### config.mk
export PLATFORM = sky130hd
export DESIGN_NAME = circle_scanline_extents
export DESIGN_NICKNAME = d
export VERILOG_FILES = /design/src/csx_pkg.sv /design/src/csx_root.sv /design/src/circle_scanline_extents.sv
export SDC_FILE = /design/constraint.sdc
export NUM_CORES = 2
export LEC_CHECK = 0
export BUFFER_PORTS_ARGS = -buffer_cell sky130_fd_sc_hd__buf_2
export CELL_PAD_IN_SITES_DETAIL_PLACEMENT = 0
export CELL_PAD_IN_SITES_GLOBAL_PLACEMENT = 1
export CORE_MARGIN = 2
export CORE_UTILIZATION = 45
export DETAILED_ROUTE_END_ITERATION = 8
export PLACE_DENSITY_LB_ADDON = 0.1
export SKIP_CTS_REPAIR_TIMING = 1
export SLEW_MARGIN = 20
export SYNTH_ARGS = -nofsm -noshare
export SYNTH_HDL_FRONTEND = slang
export SYNTH_SLANG_ARGS = --single-unit
### constraint.sdc
create_clock -name clk -period 28.5 [get_ports clk]
set_input_delay 1.425 -clock clk [delete_from_list [all_inputs] [get_ports clk]]
set_output_delay 1.425 -clock clk [all_outputs]
set_load 0.05 [all_outputs]
### src/csx_pkg.sv
// ----------------------------------------------------------------------------
// csx_pkg: shared widths and types for the circle scan-row extents block
// Coordinate widths, the beat layouts and the sideband that rides alongside
// the root pipeline.
// ----------------------------------------------------------------------------
`timescale 1ns / 1ps
`default_nettype none

package csx_pkg;

  // coordinate width of the centre fields
  localparam int COORD_BITS  = 12;

  localparam int IN_W        = COORD_BITS;          // centre x / y
  localparam int LEN_W       = COORD_BITS - 1;      // radius, offset, root
  localparam int OUT_W       = COORD_BITS + 1;      // result coordinates
  localparam int SQ_W        = 2 * LEN_W;           // squared lengths
  localparam int REM_W       = LEN_W + 2;           // root remainder

  localparam int IN_FIELDS_W = 2 * IN_W + 2 * LEN_W;
  localparam int IN_TDATA_W  = ((IN_FIELDS_W + 7) / 8) * 8;
  localparam int OUT_FIELDS_W = 4 * OUT_W;
  localparam int OUT_TDATA_W = ((OUT_FIELDS_W + 7) / 8) * 8;

  // bit offsets of the input fields in tdata
  localparam int CX_LSB      = 0;
  localparam int CY_LSB      = CX_LSB + IN_W;
  localparam int RAD_LSB     = CY_LSB + IN_W;
  localparam int OFS_LSB     = RAD_LSB + LEN_W;

  // values that travel beside the root, unchanged by it
  typedef struct packed {
    logic [IN_W-1:0]  cx;
    logic [OUT_W-1:0] upper_y;
    logic [OUT_W-1:0] lower_y;
    logic             over;
  } side_t;

endpackage

`default_nettype wire

### src/csx_root.sv
// ----------------------------------------------------------------------------
// csx_root: pipelined integer square root
// One result bit per stage, restoring digit recurrence, with the sideband
// carried in step. All stages advance together on adv.
// ----------------------------------------------------------------------------
`timescale 1ns / 1ps
`default_nettype none

module csx_root import csx_pkg::*; (
  input  wire logic             clk,
  input  wire logic             rst_n,
  input  wire logic             adv,
  input  wire logic             in_valid,
  input  wire logic [SQ_W-1:0]  in_rad,
  input  wire side_t            in_side,
  output logic                  out_valid,
  output logic [LEN_W-1:0]      out_root,
  output side_t                 out_side
);

  logic             valid_r  [LEN_W];
  logic [REM_W-1:0] rem_r    [LEN_W];
  logic [LEN_W-1:0] root_r   [LEN_W];
  logic [SQ_W-1:0]  rad_r    [LEN_W];
  side_t            side_r   [LEN_W];

  logic             valid_nxt [LEN_W];
  logic [REM_W-1:0] rem_nxt   [LEN_W];
  logic [LEN_W-1:0] root_nxt  [LEN_W];
  logic [SQ_W-1:0]  rad_nxt   [LEN_W];
  side_t            side_nxt  [LEN_W];

  // one digit step per stage: bring down two radicand bits, try root*4+1
  always_comb begin
    logic [REM_W-1:0] rem_in;
    logic [LEN_W-1:0] root_in;
    logic [SQ_W-1:0]  rad_in;
    logic [REM_W-1:0] rem_sh;
    logic [REM_W-1:0] trial;
    logic             ge;
    for (int k = 0; k < LEN_W; k++) begin
      if (k == 0) begin
        rem_in       = '0;
        root_in      = '0;
        rad_in       = in_rad;
        valid_nxt[k] = in_valid;
        side_nxt[k]  = in_side;
      end else begin
        rem_in       = rem_r[k-1];
        root_in      = root_r[k-1];
        rad_in       = rad_r[k-1];
        valid_nxt[k] = valid_r[k-1];
        side_nxt[k]  = side_r[k-1];
      end
      rem_sh      = {rem_in[REM_W-3:0], rad_in[SQ_W-1:SQ_W-2]};
      trial       = {root_in, 2'b01};
      ge          = (rem_sh >= trial);
      rem_nxt[k]  = ge ? (rem_sh - trial) : rem_sh;
      root_nxt[k] = {root_in[LEN_W-2:0], ge};
      rad_nxt[k]  = {rad_in[SQ_W-3:0], 2'b00};
    end
  end

  // advance the valid bits
  always_ff @(posedge clk) begin
    if (!rst_n) begin
      for (int k = 0; k < LEN_W; k++) valid_r[k] <= 1'b0;
    end else if (adv) begin
      for (int k = 0; k < LEN_W; k++) valid_r[k] <= valid_nxt[k];
    end
  end

  // advance the stage payload
  always_ff @(posedge clk) begin
    if (adv) begin
      for (int k = 0; k < LEN_W; k++) begin
        rem_r[k]  <= rem_nxt[k];
        root_r[k] <= root_nxt[k];
        rad_r[k]  <= rad_nxt[k];
        side_r[k] <= side_nxt[k];
      end
    end
  end

  assign out_valid = valid_r[LEN_W-1];
  assign out_root  = root_r[LEN_W-1];
  assign out_side  = side_r[LEN_W-1];

endmodule

`default_nettype wire

### src/circle_scanline_extents.sv
// ----------------------------------------------------------------------------
// circle_scanline_extents: span ends and mirrored rows of one circle scan row
// Squares radius and offset, takes the floored root of their difference (zero
// past the radius) and returns centre x -/+ root on rows centre y -/+ offset.
// ----------------------------------------------------------------------------
//
//  channel | dir | beat contents
//  --------+-----+---------------------------------------------------------
//  in_*    | in  | tdata: center_x, center_y, radius, row_offset
//  out_*   | out | tdata: left_x, right_x, upper_y, lower_y; tuser: range flag
//
//  One beat per clock is accepted while the output register is free or being
//  emptied. The pipeline has one multiply stage, one subtract stage, one stage
//  per root bit in the square-root pipeline and one output stage.
//  rst_n clears the valid bits only. When the output register holds a beat
//  that is not taken, the whole pipeline holds and in_tready drops.
//
`timescale 1ns / 1ps
`default_nettype none

module circle_scanline_extents import csx_pkg::*; (
  input  wire logic                   clk,
  input  wire logic                   rst_n,
  input  wire logic                   in_tvalid,
  output logic                        in_tready,
  // center_x, center_y, radius, row_offset, zero pad
  input  wire logic [IN_TDATA_W-1:0]  in_tdata,
  output logic                        out_tvalid,
  input  wire logic                   out_tready,
  // left_x, right_x, upper_y, lower_y, zero pad
  output logic [OUT_TDATA_W-1:0]      out_tdata,
  // out_of_range
  output logic                        out_tuser
);

  logic adv;

  logic [IN_W-1:0]  cx;
  logic [IN_W-1:0]  cy;
  logic [LEN_W-1:0] rad;
  logic [LEN_W-1:0] ofs;

  logic             a_valid_r;
  logic [SQ_W-1:0]  a_rr_r,   a_rr_nxt;
  logic [SQ_W-1:0]  a_dd_r,   a_dd_nxt;
  side_t            a_side_r, a_side_nxt;

  logic             b_valid_r;
  logic [SQ_W-1:0]  b_rad_r,  b_rad_nxt;
  side_t            b_side_r;

  logic             root_valid;
  logic [LEN_W-1:0] root;
  side_t            root_side;

  logic             out_valid_r;
  logic [OUT_TDATA_W-1:0] out_tdata_r, out_tdata_nxt;
  logic             out_tuser_r;

  // move everything when the output register is free or being emptied
  assign adv       = !out_valid_r || out_tready;
  assign in_tready = adv;

  assign cx  = in_tdata[CX_LSB  +: IN_W];
  assign cy  = in_tdata[CY_LSB  +: IN_W];
  assign rad = in_tdata[RAD_LSB +: LEN_W];
  assign ofs = in_tdata[OFS_LSB +: LEN_W];

  // stage A: squares, range flag and the two rows
  always_comb begin
    a_rr_nxt           = SQ_W'(rad) * SQ_W'(rad);
    a_dd_nxt           = SQ_W'(ofs) * SQ_W'(ofs);
    a_side_nxt.cx      = cx;
    a_side_nxt.upper_y = {cy[IN_W-1], cy} - {2'b00, ofs};
    a_side_nxt.lower_y = {cy[IN_W-1], cy} + {2'b00, ofs};
    a_side_nxt.over    = (ofs > rad);
  end

  // stage B: radicand, forced to zero past the radius
  assign b_rad_nxt = a_side_r.over ? '0 : (a_rr_r - a_dd_r);

  always_ff @(posedge clk) begin
    if (!rst_n) begin
      a_valid_r   <= 1'b0;
      b_valid_r   <= 1'b0;
      out_valid_r <= 1'b0;
    end else if (adv) begin
      a_valid_r   <= in_tvalid;
      b_valid_r   <= a_valid_r;
      out_valid_r <= root_valid;
    end
  end

  always_ff @(posedge clk) begin
    if (adv) begin
      a_rr_r      <= a_rr_nxt;
      a_dd_r      <= a_dd_nxt;
      a_side_r    <= a_side_nxt;
      b_rad_r     <= b_rad_nxt;
      b_side_r    <= a_side_r;
      out_tdata_r <= out_tdata_nxt;
      out_tuser_r <= root_side.over;
    end
  end

  csx_root u_root (
    .clk       (clk),
    .rst_n     (rst_n),
    .adv       (adv),
    .in_valid  (b_valid_r),
    .in_rad    (b_rad_r),
    .in_side   (b_side_r),
    .out_valid (root_valid),
    .out_root  (root),
    .out_side  (root_side)
  );

  // output stage: span ends around the centre
  always_comb begin
    logic [OUT_W-1:0] left_x;
    logic [OUT_W-1:0] right_x;
    left_x        = {root_side.cx[IN_W-1], root_side.cx} - {2'b00, root};
    right_x       = {root_side.cx[IN_W-1], root_side.cx} + {2'b00, root};
    out_tdata_nxt = OUT_TDATA_W'({root_side.lower_y, root_side.upper_y, right_x, left_x});
  end

  assign out_tvalid = out_valid_r;
  assign out_tdata  = out_tdata_r;
  assign out_tuser  = out_tuser_r;

endmodule

`default_nettype wire
==> impl_metrics.yaml <==
logic_synthesis:
  yosys_warnings: 0
  synth_mux_area_share_pct: 0.640
  synthCells: 2753
  async_reset_ff_share_pct: 0
  synth_top_flop_cell: "edfxtp_1"
  synth_xor_area_share_pct: 3.29
  synth_top_family_by_area: "adder cells"
  ys_types: 64
  synth_compound_area_share_pct: 5.97
  synth_simple_gate_area_share_pct: 5.75
  synth_adder_area_share_pct: 14.3
  syn_area_um2: 40700
  synth.avg_cell_area_um2: 14.8
  ys_seq_area_share_pct: 66.2
  synth_seq_cells: 900
  synth-edff-count: 888
timing:
  rsz0062_at_grt: "false"
  tightestPinTransition_ns: 1.01
  slew_viol_final: 0
  fin_setup_tns_ns: 0
  skew_ns: 0.0285
  setup_viol: 0
  period_share_pct: 22.7
  final_hold_viol_count: 0
  max_slew_margin_pct: 33.0
  max_freq_mhz: 154
  period_needed_ns: 6.48
  whs_ns: 0.398
clock_network:
  path_clk_slew_ns: 0.05
  cts_made_buffers: 92
  clock_sinks: 900
  cts_tree: "done"
  clk_latency_ns: 0.65
  cts-root-buf: "clkbuf_16"
  cts-htree-levels: 3
  cts.path.max_buffers: 3
global_route:
  grt-ovfl-total: 0
  track_usage_pct: 14.0
  grt_first_pass_wirelength_um: 105000
  grt.met3_usage_pct: 2.65
  grt_max_degree: 92
  gr-usage-met1_pct: 18.0
  grt.met2_usage_pct: 23.6
  grt_pass1_vias: 20835
  grt_most_used_layer: "met2"
  antenna_found_initial: 1
placement:
  port-buffer-count: 104
  place.gp.congestion: 0.802
  place_hpwl_um: 44900
  place_area_um2: 42600
detailed_routing:
  num_vias: 20380
  drc: 0
  postRouteAntennaNets: 0
  wl_um: 64100
  wl_per_cell_um: 15.3
  vias_per_cell: 4.87
  first_pass_iters: 7
  drt_iter0_markers: 1204
layout:
  area_delta_synth_final_pct: 11.9
  multi_input_area_um2: 12200
  final-seq-area_um2: 26900
  fillers: 7657
  design_area_um2: 45500
  drive_gt1_share_pct: 9.18
  num_antenna_cells: 0
  finish.utilization_pct: 50.7
  nets: 3367
worst_setup_path:
  r2r_slack_ns: 24.53
  start_kind: "input pin"
  r2r_start: "out_tvalid$_SDFFE_PN0N_"
  crit_required_ns: 28.91
  critical_path.slowest_cell: "o41ai_1"
  path_common_cell: "fa_1"
  path_cells: "buf_2 -> clkinv_1 -> nor2_1 -> inv_1 -> fa_1 -> fa_1 -> inv_1 -> fa_1 -> fa_1 -> inv_1 -> fa_1 -> inv_1 -> ha_1 -> o41ai_1 -> or3_1 -> a31oi_1 -> and4_1 -> a211oi_1 -> xnor2_1"
  worstSetupPathType: "in2reg"
  startpoint: "in_tdata[45]"
  cp_slowest_stage_delay_ns: 0.64
  path_buf_inv: 6
  cp-end-kind: "flip-flop"
  cp_max_fo: 9
  critPathArrivalTime_ns: 6.89
  path_delay_family: "adder cells"
die:
  fp.dieH_um: 305
  dieArea_um2: 92800
  ios: 111
  fp-row-count: 110
  coreArea_um2: 89700
  start_util_pct: 45.3
  dieWidth_um: 305
hold_path:
  hold_start: "u_root.rad_r[0][8]$_DFFE_PN_"
  holdCritPathClass: "reg2reg"
power_and_ir_drop:
  power_leakage_nw: 19.1
  p_per_area_nw_per_um2: 101
  worst_ir_drop_vdd_v: 0.0000447
  power.total_mw: 4.58
job:
  cap_violations: 0
outcome:
  run_status: "complete, no violations"
-- per-layer routing --
layer | vias up | wire [um]
met4 | 2 | 1690
li1 | 10132 | -
met5 | - | 13
met3 | 121 | 2420
met2 | 266 | 31100
met1 | 9859 | 28900
-- per-stage QoR --
step | setup WS [ns] | instances
final | 22.02 | 4181
after global placement | 21.29 | 4012
after detailed placement | 21.27 | 4012
after CTS | 21.96 | 4181
after floorplan | 0.331 | 2759
after global routing | 21.61 | 4181
-- cell families (layout without fill, tap and decap cells) --
kind of cell / Yosys count / after routing
buffers and inverters: 412 / 658
multiplexers: 24 / 24
AND/OR/NAND/NOR: 500 / 500
XOR/XNOR: 153 / 153
AO/OA/AOI/OAI: 378 / 378
flip-flops: 900 / 900
adder cells (fa/ha/maj): 385 / 385
other: 1 / 7
-- cell usage after synthesis (22+ instances only) --
| cell | count | area, um^2 |
|---|---|---|
| a21o_1 | 49 | 368 |
| a21oi_1 | 124 | 621 |
| clkbuf_1 | 34 | 128 |
| edfxtp_1 | 888 | 26700 |
| fa_1 | 133 | 2660 |
| ha_1 | 252 | 3150 |
| inv_1 | 363 | 1360 |
| nand2_1 | 141 | 529 |
| nand2b_1 | 23 | 144 |
| nand3_1 | 22 | 110 |
| nor2_1 | 164 | 616 |
| nor2b_1 | 31 | 194 |
| nor3_1 | 40 | 200 |
| o21a_1 | 30 | 225 |
| o21ai_0 | 67 | 335 |
| xnor2_1 | 108 | 946 |
| xor2_1 | 45 | 394 |
-- worst paths after layout --
kind,to,depth (start not counted)
worst max-delay path,a_dd_r[21]$_DFFE_PN_,19
worst min-delay path,u_root.rad_r[1][10]$_DFFE_PN_,0
worst max register to register,out_tdata[7]$_DFFE_PN_,6
worst min register to register,u_root.rad_r[1][10]$_DFFE_PN_,0
-- placed cells by master, fill, tap and decap left out, types with 30 or more instances in the layout --
| master | n |
|---|---|
| clkbuf_16 | 94 |
| a21o_1 | 49 |
| nor2b_1 | 30 |
| clkinv_1 | 33 |
| edfxtp_1 | 888 |
| xnor2_1 | 108 |
| o21a_1 | 30 |
| buf_2 | 104 |
| nor3_1 | 40 |
| nand2_1 | 141 |
| a21oi_1 | 124 |
| nor2_1 | 164 |
| ha_1 | 252 |
| o21ai_0 | 67 |
| xor2_1 | 45 |
| fa_1 | 133 |
| inv_1 | 362 |
-- report_power, final --
| group | total, mW | switching [mW] | internal [mW] |
|---|---|---|---|
| registers | 2.03 | 0.126 | 1.91 |
| clock network | 1.12 | 0.481 | 0.643 |
| logic | 1.42 | 0.822 | 0.601 |
-- state kept, by name, summed over array words and instances (netlist names) --
signal and count:
a_rr_r 21, u_root.rad_r 110, out_tdata 50, a_side_r 38
a_dd_r 21, b_rad_r 22, a_valid_r 1, out_tuser 1
u_root.rem_r 101, u_root.root_r 66, u_root.side_r 418, b_valid_r 1
u_root.valid_r 11, b_side_r 38, out_tvalid 1
-- layout make-up --
cell class	instances	share of cell area, %
clock buffers	113	5.33
multi-input cells	1447	26.8
flip-flops and latches	900	59.1
clock inverters	56	0.979
inverters	370	3.07
repair buffers	119	1.40
well taps	1176	3.23
No activity file was read; power rests on OpenSTA's default activity.
